`src/design/wrpm_pkg.sv`:
```
`timescale 1ns / 1ps

package wrpm_pkg;

  // Converter code width and default fraction bits of the root
  localparam int ADC_BITS       = 10;
  localparam int SQRT_FRAC_BITS = 8;

  // Accumulator and counter widths
  localparam int SUM_W   = 37;
  localparam int CNT_W   = 16;
  localparam int SQ_W    = 2 * ADC_BITS;

  // Configuration register widths
  localparam int GATE_W    = 10;
  localparam int WLEN_W    = 16;
  localparam int VGAIN_W   = 24;
  localparam int COFF_W    = 10;
  localparam int CGAIN_W   = 20;
  localparam int CFG_IDX_W = 3;
  localparam int CFG_DATA_W = 24;

  // Configuration reset values
  localparam logic [GATE_W-1:0]  GATE_RST  = GATE_W'(200);
  localparam logic [WLEN_W-1:0]  WLEN_RST  = WLEN_W'(1000);
  localparam logic [VGAIN_W-1:0] VGAIN_RST = VGAIN_W'(496472);
  localparam logic [COFF_W-1:0]  COFF_RST  = COFF_W'(512);
  localparam logic [CGAIN_W-1:0] CGAIN_RST = CGAIN_W'(22624);

  // Configuration register indexes
  localparam logic [CFG_IDX_W-1:0] REG_GATE_THRESHOLD = CFG_IDX_W'(0);
  localparam logic [CFG_IDX_W-1:0] REG_WINDOW_LEN     = CFG_IDX_W'(1);
  localparam logic [CFG_IDX_W-1:0] REG_VOLT_GAIN      = CFG_IDX_W'(2);
  localparam logic [CFG_IDX_W-1:0] REG_CURRENT_OFFSET = CFG_IDX_W'(3);
  localparam logic [CFG_IDX_W-1:0] REG_CURRENT_GAIN   = CFG_IDX_W'(4);

  // Input word
  typedef struct packed {
    logic [ADC_BITS-1:0] voltage_sample;
    logic [ADC_BITS-1:0] current_sample;
  } meter_in_t;

  // Result word
  typedef struct packed {
    logic [15:0]         rms_volts_x10;
    logic signed [15:0]  amps_x10;
    logic [ADC_BITS-1:0] peak_code;
    logic [CNT_W-1:0]    gated_count;
    logic [CNT_W-1:0]    rise_count;
    logic                empty_window;
  } meter_out_t;

  // Controller to datapath commands
  typedef struct packed {
    logic capture;
    logic accum;
    logic div_step;
    logic root_load;
    logic root_step;
    logic mul;
    logic out_load;
  } cmd_t;

  // Datapath to controller status
  typedef struct packed {
    logic close;
    logic step_done;
    logic out_free;
  } sts_t;

endpackage

```
`src/design/wrpm_ctrl.sv`:
```
`timescale 1ns / 1ps

module wrpm_ctrl (
  input  logic          clk,
  input  logic          rst_n,
  input  logic          in_valid,
  output logic          in_stall,
  input  wrpm_pkg::sts_t sts,
  output wrpm_pkg::cmd_t cmd
);

  typedef enum logic [2:0] {
    S_IDLE,
    S_ACC,
    S_DIV,
    S_RLD,
    S_ROOT,
    S_MUL,
    S_FIN
  } state_t;

  state_t state_r, state_nxt;
  logic   in_stall_r;

  // Decode commands and next state
  always_comb begin
    cmd       = '0;
    state_nxt = state_r;
    unique case (state_r)
      S_IDLE: begin
        if (in_valid && !in_stall_r) begin
          cmd.capture = 1'b1;
          state_nxt   = S_ACC;
        end
      end
      S_ACC: begin
        cmd.accum = 1'b1;
        state_nxt = sts.close ? S_DIV : S_IDLE;
      end
      S_DIV: begin
        cmd.div_step = 1'b1;
        if (sts.step_done) state_nxt = S_RLD;
      end
      S_RLD: begin
        cmd.root_load = 1'b1;
        state_nxt     = S_ROOT;
      end
      S_ROOT: begin
        cmd.root_step = 1'b1;
        if (sts.step_done) state_nxt = S_MUL;
      end
      S_MUL: begin
        cmd.mul   = 1'b1;
        state_nxt = S_FIN;
      end
      S_FIN: begin
        if (sts.out_free) begin
          cmd.out_load = 1'b1;
          state_nxt    = S_IDLE;
        end
      end
      default: state_nxt = S_IDLE;
    endcase
  end

  // Hold state and stall
  always_ff @(posedge clk) begin
    if (!rst_n) begin
      state_r    <= S_IDLE;
      in_stall_r <= 1'b0;
    end else begin
      state_r    <= state_nxt;
      in_stall_r <= (state_nxt != S_IDLE);
    end
  end

  assign in_stall = in_stall_r;

endmodule

```
`src/design/wrpm_dp.sv`:
```
`timescale 1ns / 1ps

module wrpm_dp #(
  parameter int SQRT_FRAC_BITS = wrpm_pkg::SQRT_FRAC_BITS
) (
  input  logic                                clk,
  input  logic                                rst_n,
  input  wrpm_pkg::meter_in_t                 in_data,
  input  logic                                cfg_we,
  input  logic [wrpm_pkg::CFG_IDX_W-1:0]      cfg_index,
  input  logic [wrpm_pkg::CFG_DATA_W-1:0]     cfg_data,
  input  wrpm_pkg::cmd_t                      cmd,
  output wrpm_pkg::sts_t                      sts,
  output logic                                out_valid,
  input  logic                                out_stall,
  output wrpm_pkg::meter_out_t                out_data
);

  localparam int ADC_W  = wrpm_pkg::ADC_BITS;
  localparam int SUM_W  = wrpm_pkg::SUM_W;
  localparam int CNT_W  = wrpm_pkg::CNT_W;
  localparam int SQ_W   = wrpm_pkg::SQ_W;
  localparam int DIV_W  = SUM_W + 2 * SQRT_FRAC_BITS;
  localparam int ROOT_W = (DIV_W + 1) / 2;
  localparam int RX_W   = 2 * ROOT_W;
  localparam int SREM_W = ROOT_W + 2;
  localparam int PV_W   = ROOT_W + wrpm_pkg::VGAIN_W;
  localparam int PV_SH  = 16 + SQRT_FRAC_BITS;
  localparam int PA_W   = ADC_W + 1 + wrpm_pkg::CGAIN_W + 1;
  localparam int STEP_W = $clog2(DIV_W);

  localparam logic [SUM_W-1:0] SUM_MAX = {SUM_W{1'b1}};
  localparam logic [CNT_W-1:0] CNT_MAX = {CNT_W{1'b1}};

  // Configuration registers
  logic [wrpm_pkg::GATE_W-1:0]  gate_r;
  logic [wrpm_pkg::WLEN_W-1:0]  wlen_r;
  logic [wrpm_pkg::VGAIN_W-1:0] vgain_r;
  logic [wrpm_pkg::COFF_W-1:0]  coff_r;
  logic [wrpm_pkg::CGAIN_W-1:0] cgain_r;

  // Captured sample
  logic [ADC_W-1:0] v_r, c_r;
  logic [SQ_W-1:0]  sq_r;

  // Window accumulators
  logic [SUM_W-1:0] sum_r, sum_nxt;
  logic [CNT_W-1:0] scnt_r, scnt_nxt;
  logic [ADC_W-1:0] peak_r, peak_nxt;
  logic [CNT_W-1:0] rcnt_r, rcnt_nxt;
  logic [CNT_W-1:0] tick_r, tick_nxt;
  logic [SUM_W:0]   sum_add;
  logic [wrpm_pkg::WLEN_W-1:0] len;
  logic gated, rise;

  // Closed window snapshot
  logic [ADC_W-1:0] res_peak_r;
  logic [CNT_W-1:0] res_scnt_r;
  logic [CNT_W-1:0] res_rcnt_r;

  // Divider, root and multiplier state
  logic [STEP_W-1:0] step_r;
  logic [DIV_W-1:0]  dq_r;
  logic [CNT_W-1:0]  rem_r, div_r;
  logic [CNT_W:0]    rem_sh, rem_dif;
  logic              div_ge;
  logic [RX_W-1:0]   rx_r;
  logic [ROOT_W-1:0] root_r;
  logic [SREM_W-1:0] srem_r, srem_sh, trial, srem_dif;
  logic              root_ge;
  logic [PV_W-1:0]   pv_r, pv_sh;
  logic signed [PA_W-1:0]  pa_r;
  logic signed [ADC_W:0]   adiff;
  logic [15:0]       rms_sat;

  // Output register
  logic                 out_valid_r;
  wrpm_pkg::meter_out_t out_data_r;

  // Accumulate one tick
  always_comb begin
    gated    = (v_r >= gate_r);
    sum_add  = {1'b0, sum_r} + (SUM_W + 1)'(sq_r);
    sum_nxt  = sum_r;
    scnt_nxt = scnt_r;
    if (gated) begin
      sum_nxt = sum_add[SUM_W] ? SUM_MAX : sum_add[SUM_W-1:0];
      if (scnt_r != CNT_MAX) scnt_nxt = scnt_r + CNT_W'(1);
    end
    rise     = (c_r >= peak_r);
    peak_nxt = rise ? c_r : peak_r;
    rcnt_nxt = (rise && rcnt_r != CNT_MAX) ? rcnt_r + CNT_W'(1) : rcnt_r;
    tick_nxt = (tick_r != CNT_MAX) ? tick_r + CNT_W'(1) : tick_r;
    // A zero length closes every tick
    len      = (wlen_r == '0) ? wrpm_pkg::WLEN_W'(1) : wlen_r;
  end

  // Restoring divide and root steps
  always_comb begin
    rem_sh   = {rem_r, dq_r[DIV_W-1]};
    rem_dif  = rem_sh - {1'b0, div_r};
    div_ge   = (rem_sh >= {1'b0, div_r});
    srem_sh  = {srem_r[SREM_W-3:0], rx_r[RX_W-1:RX_W-2]};
    trial    = {root_r, 2'b01};
    srem_dif = srem_sh - trial;
    root_ge  = (srem_sh >= trial);
  end

  // Scale and saturate the result
  always_comb begin
    adiff   = $signed({1'b0, res_peak_r}) - $signed({1'b0, coff_r});
    pv_sh   = pv_r >> PV_SH;
    rms_sat = (|pv_sh[PV_W-1:16]) ? 16'hFFFF : pv_sh[15:0];
  end

  assign sts.close     = (tick_nxt >= len);
  assign sts.step_done = (step_r == '0);
  assign sts.out_free  = !out_valid_r || !out_stall;

  // Configuration writes
  always_ff @(posedge clk) begin
    if (!rst_n) begin
      gate_r  <= wrpm_pkg::GATE_RST;
      wlen_r  <= wrpm_pkg::WLEN_RST;
      vgain_r <= wrpm_pkg::VGAIN_RST;
      coff_r  <= wrpm_pkg::COFF_RST;
      cgain_r <= wrpm_pkg::CGAIN_RST;
    end else if (cfg_we) begin
      unique case (cfg_index)
        wrpm_pkg::REG_GATE_THRESHOLD: gate_r  <= cfg_data[wrpm_pkg::GATE_W-1:0];
        wrpm_pkg::REG_WINDOW_LEN:     wlen_r  <= cfg_data[wrpm_pkg::WLEN_W-1:0];
        wrpm_pkg::REG_VOLT_GAIN:      vgain_r <= cfg_data[wrpm_pkg::VGAIN_W-1:0];
        wrpm_pkg::REG_CURRENT_OFFSET: coff_r  <= cfg_data[wrpm_pkg::COFF_W-1:0];
        wrpm_pkg::REG_CURRENT_GAIN:   cgain_r <= cfg_data[wrpm_pkg::CGAIN_W-1:0];
        default: ;
      endcase
    end
  end

  // Capture the word and square the voltage
  always_ff @(posedge clk) begin
    if (cmd.capture) begin
      v_r  <= in_data.voltage_sample;
      c_r  <= in_data.current_sample;
      sq_r <= SQ_W'(in_data.voltage_sample) * SQ_W'(in_data.voltage_sample);
    end
  end

  // Advance accumulators, clear them at window close
  always_ff @(posedge clk) begin
    if (!rst_n) begin
      sum_r  <= '0;
      scnt_r <= '0;
      peak_r <= '0;
      rcnt_r <= '0;
      tick_r <= '0;
    end else if (cmd.accum) begin
      if (sts.close) begin
        sum_r  <= '0;
        scnt_r <= '0;
        peak_r <= '0;
        rcnt_r <= '0;
        tick_r <= '0;
      end else begin
        sum_r  <= sum_nxt;
        scnt_r <= scnt_nxt;
        peak_r <= peak_nxt;
        rcnt_r <= rcnt_nxt;
        tick_r <= tick_nxt;
      end
    end
  end

  // Snapshot, divide, root and multiply
  always_ff @(posedge clk) begin
    if (cmd.accum && sts.close) begin
      res_peak_r <= peak_nxt;
      res_scnt_r <= scnt_nxt;
      res_rcnt_r <= rcnt_nxt;
      dq_r       <= DIV_W'(sum_nxt) << (2 * SQRT_FRAC_BITS);
      div_r      <= scnt_nxt;
      rem_r      <= '0;
      step_r     <= STEP_W'(DIV_W - 1);
    end
    if (cmd.div_step) begin
      rem_r  <= div_ge ? rem_dif[CNT_W-1:0] : rem_sh[CNT_W-1:0];
      dq_r   <= {dq_r[DIV_W-2:0], div_ge};
      step_r <= step_r - STEP_W'(1);
    end
    if (cmd.root_load) begin
      rx_r   <= RX_W'(dq_r);
      srem_r <= '0;
      root_r <= '0;
      step_r <= STEP_W'(ROOT_W - 1);
    end
    if (cmd.root_step) begin
      srem_r <= root_ge ? srem_dif : srem_sh;
      root_r <= {root_r[ROOT_W-2:0], root_ge};
      rx_r   <= rx_r << 2;
      step_r <= step_r - STEP_W'(1);
    end
    if (cmd.mul) begin
      pv_r <= PV_W'(root_r) * PV_W'(vgain_r);
      pa_r <= PA_W'(adiff) * $signed({1'b0, cgain_r});
    end
  end

  // Hold the result until taken
  always_ff @(posedge clk) begin
    if (!rst_n) begin
      out_valid_r <= 1'b0;
    end else if (cmd.out_load) begin
      out_valid_r <= 1'b1;
    end else if (!out_stall) begin
      out_valid_r <= 1'b0;
    end
  end

  always_ff @(posedge clk) begin
    if (cmd.out_load) begin
      out_data_r.rms_volts_x10 <= (res_scnt_r == '0) ? 16'h0000 : rms_sat;
      // Arithmetic shift floors; the product range keeps it within 16 bits
      out_data_r.amps_x10      <= pa_r[PA_W-1:16];
      out_data_r.peak_code     <= res_peak_r;
      out_data_r.gated_count   <= res_scnt_r;
      out_data_r.rise_count    <= res_rcnt_r;
      out_data_r.empty_window  <= (res_scnt_r == '0);
    end
  end

  assign out_valid = out_valid_r;
  assign out_data  = out_data_r;

endmodule

```
`src/design/windowed_rms_peak_meter_top.sv`:
```
`timescale 1ns / 1ps

// Windowed RMS voltage and peak current meter. Each input word is one tick with
// a voltage and a current code; once window_len ticks have gone by, one result
// word carries the RMS voltage and scaled peak current of that window and the
// accumulators start over. An ordinary tick is accepted, then accumulated. The
// closing tick then runs the divider, loads and runs the square root and the
// multiply, and waits until the output register is free, before the next word
// is accepted. The divider is DIV_W = 37 + 2*SQRT_FRAC_BITS bits wide and the
// root ROOT_W = (DIV_W+1)/2 bits. Both are one-bit-per-cycle restoring
// units and share one step counter. A result waits in an output register, so
// input words keep flowing while it is stalled; only a second window close
// waits for that register to drain. Configuration writes are always ready
// and must be made while the meter is idle.
module windowed_rms_peak_meter_top #(
  parameter int SQRT_FRAC_BITS = wrpm_pkg::SQRT_FRAC_BITS
) (
  input  logic                            clk,
  input  logic                            rst_n,
  input  logic                            in_valid,
  output logic                            in_stall,
  input  wrpm_pkg::meter_in_t             in_data,
  output logic                            out_valid,
  input  logic                            out_stall,
  output wrpm_pkg::meter_out_t            out_data,
  input  logic                            cfg_valid,
  output logic                            cfg_ready,
  input  logic [wrpm_pkg::CFG_IDX_W-1:0]  cfg_index,
  input  logic [wrpm_pkg::CFG_DATA_W-1:0] cfg_data
);

  wrpm_pkg::cmd_t cmd;
  wrpm_pkg::sts_t sts;

  assign cfg_ready = 1'b1;

  wrpm_ctrl u_ctrl (
    .clk      (clk),
    .rst_n    (rst_n),
    .in_valid (in_valid),
    .in_stall (in_stall),
    .sts      (sts),
    .cmd      (cmd)
  );

  wrpm_dp #(
    .SQRT_FRAC_BITS (SQRT_FRAC_BITS)
  ) u_dp (
    .clk       (clk),
    .rst_n     (rst_n),
    .in_data   (in_data),
    .cfg_we    (cfg_valid && cfg_ready),
    .cfg_index (cfg_index),
    .cfg_data  (cfg_data),
    .cmd       (cmd),
    .sts       (sts),
    .out_valid (out_valid),
    .out_stall (out_stall),
    .out_data  (out_data)
  );

`ifndef SYNTHESIS
  // An accepted word is accumulated in the next cycle
  a_accept_accum: assert property (@(posedge clk) disable iff (!rst_n)
    (in_valid && !in_stall) |=> cmd.accum)
    else $error("accepted word not accumulated");

  // A result is loaded only into a free output register
  a_load_free: assert property (@(posedge clk) disable iff (!rst_n)
    cmd.out_load |-> sts.out_free)
    else $error("result loaded over a pending word");

  // The shared divide and root unit runs only while input is held off
  a_steps_stalled: assert property (@(posedge clk) disable iff (!rst_n)
    (cmd.div_step || cmd.root_step || cmd.mul) |-> in_stall)
    else $error("datapath step while input open");
`endif

endmodule
```
`config.mk`:
```
export PLATFORM = sky130hd
export DESIGN_NAME = windowed_rms_peak_meter_top
export DESIGN_NICKNAME = d
export VERILOG_FILES = /design/src/design/wrpm_pkg.sv /design/src/design/wrpm_ctrl.sv /design/src/design/wrpm_dp.sv /design/src/design/windowed_rms_peak_meter_top.sv
export SDC_FILE = /design/constraint.sdc
export NUM_CORES = 2
export LEC_CHECK = 0
export ABC_CLOCK_PERIOD_IN_PS = 7650
export BUFFER_PORTS_ARGS = -buffer_cell sky130_fd_sc_hd__buf_2
export CORE_MARGIN = 10
export CORE_UTILIZATION = 59
export CTS_CLUSTER_DIAMETER = 120
export CTS_CLUSTER_SIZE = 28
export DETAILED_ROUTE_END_ITERATION = 10
export GPL_TIMING_DRIVEN = 0
export PLACE_DENSITY = 0.76
export SYNTH_ARGS = -nofsm -noshare
export SYNTH_HDL_FRONTEND = slang
export SYNTH_SLANG_ARGS = --single-unit
```
`constraint.sdc`:
```
create_clock -name clk -period 7.65 [get_ports clk]
set_input_delay 2.295 -clock clk [delete_from_list [all_inputs] [get_ports clk]]
set_output_delay 2.295 -clock clk [all_outputs]
set_load 0.01 [all_outputs]
```
* After elaboration in Yosys (flattened, before gate mapping)
Cells that the tools add are included.
** Storage, ports and cells
- Memories kept :: 0
- Bits in latches :: 0
- Bits of input ports :: 52
- Memory bits (read-only) :: 0
- Flip-flop bits (word level) :: 603
- RAM bits :: 0
** Cells by class
- Equal/unequal tests :: 14
- Div/mod/pow operators :: 0
- Magnitude comparators :: 5
- Bitwise gates (word level) :: 0
- Reduce and logical (&&, ||, !) cells :: 22
- Add/sub/neg operators :: 8
- Multiplexer cells :: 47
- Multipliers :: 3
- Shift-type cells :: 0
** Operators with widths (count)
- $mux W16 :: 12
- $mux W27 :: 5
- $mux W37 :: 3
- $mux W54 :: 2
- $mux W53 :: 2
- $mul A27 B24 Y51 :: 1
- $add A16 B1 Y16 const B :: 3
- $ne A16 B16 Y1 const B :: 3
- $add A37 B20 Y38 :: 1
- $logic_not A16 Y1 :: 2
- $mul A11 B21 Y32 :: 1
- $ge A29 B29 Y1 :: 1
- $sub A27 B27 Y27 :: 1
- $mux W6 :: 4
- $pmux W3 S7 :: 1
- $ge A10 B10 Y1 :: 2
- $mul A10 B10 Y20 :: 1
- $mux W10 :: 2
- $ge A17 B16 Y1 :: 1
- $ge A16 B16 Y1 :: 1
- $sub A16 B16 Y16 :: 1
- $eq A3 B2 Y1 const B :: 4
- $eq A3 B3 Y1 const B :: 4
- $mux W3 :: 4
- 16 further kinds :: 37

* Depth between registers and ports, before layout
- Depth after elaboration :: 8
- Gate-level depth with buffers :: 35
- Mapped depth without buffers :: 34

* Hierarchy
Synthesis repeated with hierarchy kept, for this count alone.
** Second synthesis, totals
- Cell total of the unflattened synthesis :: 5816
- Area, all modules :: 55469.4 sq um
** Modules (own cells, without submodules)
- wrpm_dp :: area an instance 55197.9 sq um, times used 1, seq. area each 14944.3 sq um, cells an instance 5783
- wrpm_ctrl :: area an instance 260.2 sq um, times used 1, seq. area each 80.1 sq um, cells an instance 31
- windowed_rms_peak_meter_top :: area an instance 11.3 sq um, times used 1, seq. area each 0.0 sq um, cells an instance 2

* Worst setup path after synthesis
No wires, ideal clock.
- Path kind :: register to register
- Start :: register u_dp.res_peak_r[1]
- End :: register u_dp.pa_r[30], data pin
- Period minus slack after synthesis :: 7.778 ns
- Data arrival time :: 7.512 ns
- Setup time :: 0.266 ns
- Setup slack :: -0.128 ns
- Path buffers :: 1
- Stages on the path, launching flop included :: 32
- Data required time :: 7.384 ns
- Path through :: edfxtp_1 > ha_1 > nor2b_1 > o21ai_0 > a21boi_0 > o21ai_0 > a21boi_0 > o21ai_0 > a21boi_0 > or4_1 > nand3_1 > clkbuf_1 > nand2_1 > fa_1 > fa_1 > inv_1 > fa_1 > fa_1 > inv_1 > fa_1 > inv_1 > ha_1 > a2111oi_0 > o221ai_1 > nand4_1 > a21oi_1 > a221o_1 > o211a_1 > o21a_1 > o21ai_0 > a21boi_0 > xor2_1
** On the way
- Longest elaborated chain between the ends :: 2
** Ends and longest elaborated chain
- start, declared :: RTL line wrpm_dp.sv:57 : logic [ADC_W-1:0] res_peak_r;
- start signal, assigned :: RTL line wrpm_dp.sv:177 : res_peak_r <= peak_nxt;
- $sub A10 B10 Y11 :: RTL line wrpm_dp.sv:111 : adiff = $signed({1'b0, res_peak_r}) - $signed({1'b0, coff_r});
- $mul A11 B21 Y32 :: RTL line wrpm_dp.sv:204 : pa_r <= PA_W'(adiff) * $signed({1'b0, cgain_r});
- end signal, assigned :: RTL line wrpm_dp.sv:204
- end, declared :: RTL line wrpm_dp.sv:72 : logic signed [PA_W-1:0] pa_r;
Every way passes these cells.
A chain may end at the register's enable or synchronous reset.

* Worst setup path after layout
- Start :: register u_dp.res_peak_r[0]
- End :: register u_dp.pa_r[31], data pin
The elaborated chain is that of the path after synthesis.

==> run summary <==
cells after synthesis: 5798
Setup TNS: -0.408 ns
Die Ht: 327 um
clock slew at reported path FFs: 0.11 ns
CP max stage cell: fa_1
worst reg2reg setup slack: -0.13 ns
Synth Net Count: 7029
CTS root buf: clkbuf_16
Die W: 327 um
final max-slew violation count: 0
die area: 107000 um^2
DRC: 0
Switching Share: 43.2%
DP Cell Count: 7185
Clock Sinks: 561
f_max: 0.129 GHz
Iteration-0 DRC Markers: 3737
Least-Margin Pin Slew: 0.934 ns
final setup violation count: 4
FFs w/ async S/R, synth: 0%
Starting Density: 59.5%
Final Hold Violating Endpoints: 0
fill count: 7666
Worst Setup Start Kind: flip-flop
Psw: 6940 uW
Vias: 41839
number of synthesized flops with an enable pin: 379
num rows: 112
DR pass1 iterations: 6
Design Area, Final: 60200 um^2
Internal: 9100 uW
clk_lat worst skew: 0.66 ns
Synth cell types: 82
Max IR drop VDD: 0.478 mV
Largest stage delay, worst path: 0.54 ns
worst-case clock buffer depth: 3
dpl hpwl: 116 mm
Max Cap Viol: 0
Max Fanout on Critical Path: 10
vias in the first global route: 42966
Top-Level Pins: 130
CTS tree: built
CP Capture Type: flip-flop
initial antenna violation count: 9
post-synth top area cell: fa_1
WL/cell: 20.2 um
Layout Nets: 7263
Post-DRT Antenna Nets: 0
YS warnings: 0
non-filler cells, final: 7309
WHS: 0.427 ns
worst clock skew: 0.0549 ns
sequential area share after synthesis: 27.0%
Synth Register Bits: 561
Crit Path Class: reg2reg
Commonest cells post-synth: 1000 x inv_1, 851 x nand2_1, 755 x fa_1, 424 x ha_1, 379 x edfxtp_1
first-pass GRT wire length: 234 mm
CTS H-tree depth: 1
PD cells: 267 nW/um^2
clock power share: 10.9%
Tot GR Track Use: 27.5%
failing checks: setup timing
Logic pwr share: 65.2%
GR Overflow Total: 0
Yosys top cell area share: 27.2%
DR vias/cell: 5.72
cell area after synthesis: 55600 um^2
Final Cycle Share: 102%
Num CTS Buffers: 26
Worst Path Required: 8.04 ns
ys flop type: edfxtp_1
layout cells sized above 1: 8.63%
outcome: finished, violations left
Mean Syn Cell Area: 9.58 um^2
most used cell, CP: fa_1
pin count of the biggest net entering global routing: 70
Rel. slew slack: 37.8%
hold crit path type: reg2reg
Buffers on Ports: 127
Syn-to-layout area delta: 8.25%
Final WS setup: -0.129 ns
routed wire length: 147 mm
CORE AREA: 93300 um^2
Seq pwr share: 23.9%
WP data arrival: 8.17 ns
routability-driven placement congestion ratio: 0.974
RSZ-0062 raised after global routing: yes
leakage power: 0.0279 uW
Placement Cell Area: 57900 um^2
most common cell in the netlist: inv_1
min cycle time layout: 7.78 ns
synth top area cells: fa_1 27%, edfxtp_1 20%, ha_1 9.5%
-- state kept, by name, indices dropped and copies added, names as in the netlist, 16 cells and up --
register,flops
u_dp.wlen_r,16
u_dp.root_r,27
u_dp.vgain_r,24
u_dp.sq_r,19
u_dp.rem_r,16
u_dp.div_r,16
u_dp.cgain_r,20
u_dp.rx_r,54
u_dp.sum_r,37
u_dp.dq_r,53
u_dp.rcnt_r,16
u_dp.scnt_r,16
u_dp.pv_r,27
u_dp.res_rcnt_r,16
u_dp.srem_r,27
u_dp.out_data,75
u_dp.tick_r,16
u_dp.pa_r,16
-- cell type report --
class                           count  area [um^2]  area share [%]
Timing Repair Buffer              229         1520            2.52
Inverter                         1002         3760            6.26
Clock buffer                       38          696            1.16
Sequential cell                   561        15100            25.1
Tap cell                         1254         1570            2.61
Buffer                            278         1430            2.38
Multi-Input combinational cell   3934        35900            59.7
Antenna cell                        3         7.51          0.0125
Clock inverter                     10          163           0.270
-- critical path, delay by kind of cell (launching register included) --
kind,cells,cell delay (ns)
compound gates,12,2.26
xor+xnor,2,0.29
fa+ha+maj,8,3.31
buf+inv,10,1.06
flops,1,0.43
simple gates,2,0.21
-- cells in the final DEF (no fill, tap or decap), types with 108 or more instances in the layout --
| cell type | count |
|---|---|
| nor2_1 | 232 |
| ha_1 | 417 |
| edfxtp_1 | 379 |
| fa_1 | 753 |
| a21oi_1 | 205 |
| nand2_1 | 848 |
| clkbuf_1 | 159 |
| inv_1 | 995 |
| o21ai_0 | 115 |
| buf_2 | 147 |
| dfxtp_1 | 160 |
| and2_1 | 362 |
| xnor2_1 | 108 |
-- per-layer routing --
metal	track usage (%)	up-vias	wire [um]
li1	-	18942	-
met1	37.1	20744	59600
met2	44.7	1746	68100
met3	4.19	395	13000
met4	10.6	12	6550
met5	0	-	68
-- repair_timing --
item                                    4_1_cts  5_1_grt
pin swaps                                    30       47
hold buffers                                  0        0
buffers inserted                             50       49
resized for setup                           177      187
endpoints found under the setup margin       42       26
-- power groups by stage --
stage | clock network (uW) | logic (uW) | registers, uW
6_report | 1750 | 10500 | 3830
5_1_grt | 1880 | 12000 | 3840
4_1_cts | 1780 | 10100 | 3830
3_5_place_dp | 0 | 9730 | 3890
3_3_place_gp | 0 | 9430 | 3890
2_1_floorplan | 0 | 7550 | 3870
-- logic make-up (layout without fill, tap and decap cells) --
logic type	count (synthesis)	in the layout	synth area share [%]
muxes	39	39	0.743
adders and majority gates	1179	1179	36.7
buffers and inverters	1303	1557	8.93
DFF	561	561	27.0
other	1	4	0.00675
and+or+nand+nor	1832	1832	15.5
AOI/OAI and AO/OA	724	724	8.52
xor gates and xnor gates	159	159	2.51
-- stage by stage --
stage               setup WS [ns]  total power (uW)  utilization [%]
global placement            -1.49             13300             61.9
finish                     -0.129             16000             64.5
floorplan                 0.00519             11400                -
CTS                        -0.134             15700             63.7
global route               -0.456             17700             64.4
detailed placement          -1.28             13600             62.1
-- path summary, 6_finish.rpt --
path                           start          endpoint  cells past startpoint
setup / recovery  u_dp.res_peak_r[0]     u_dp.pa_r[31]                     34
hold / removal    u_dp.res_rcnt_r[6]  u_dp.out_data[7]                      0
setup reg to reg  u_dp.res_peak_r[0]     u_dp.pa_r[31]                     34
hold reg to reg   u_dp.res_rcnt_r[6]  u_dp.out_data[7]                      0
Power figures use the tool's default switching activity.
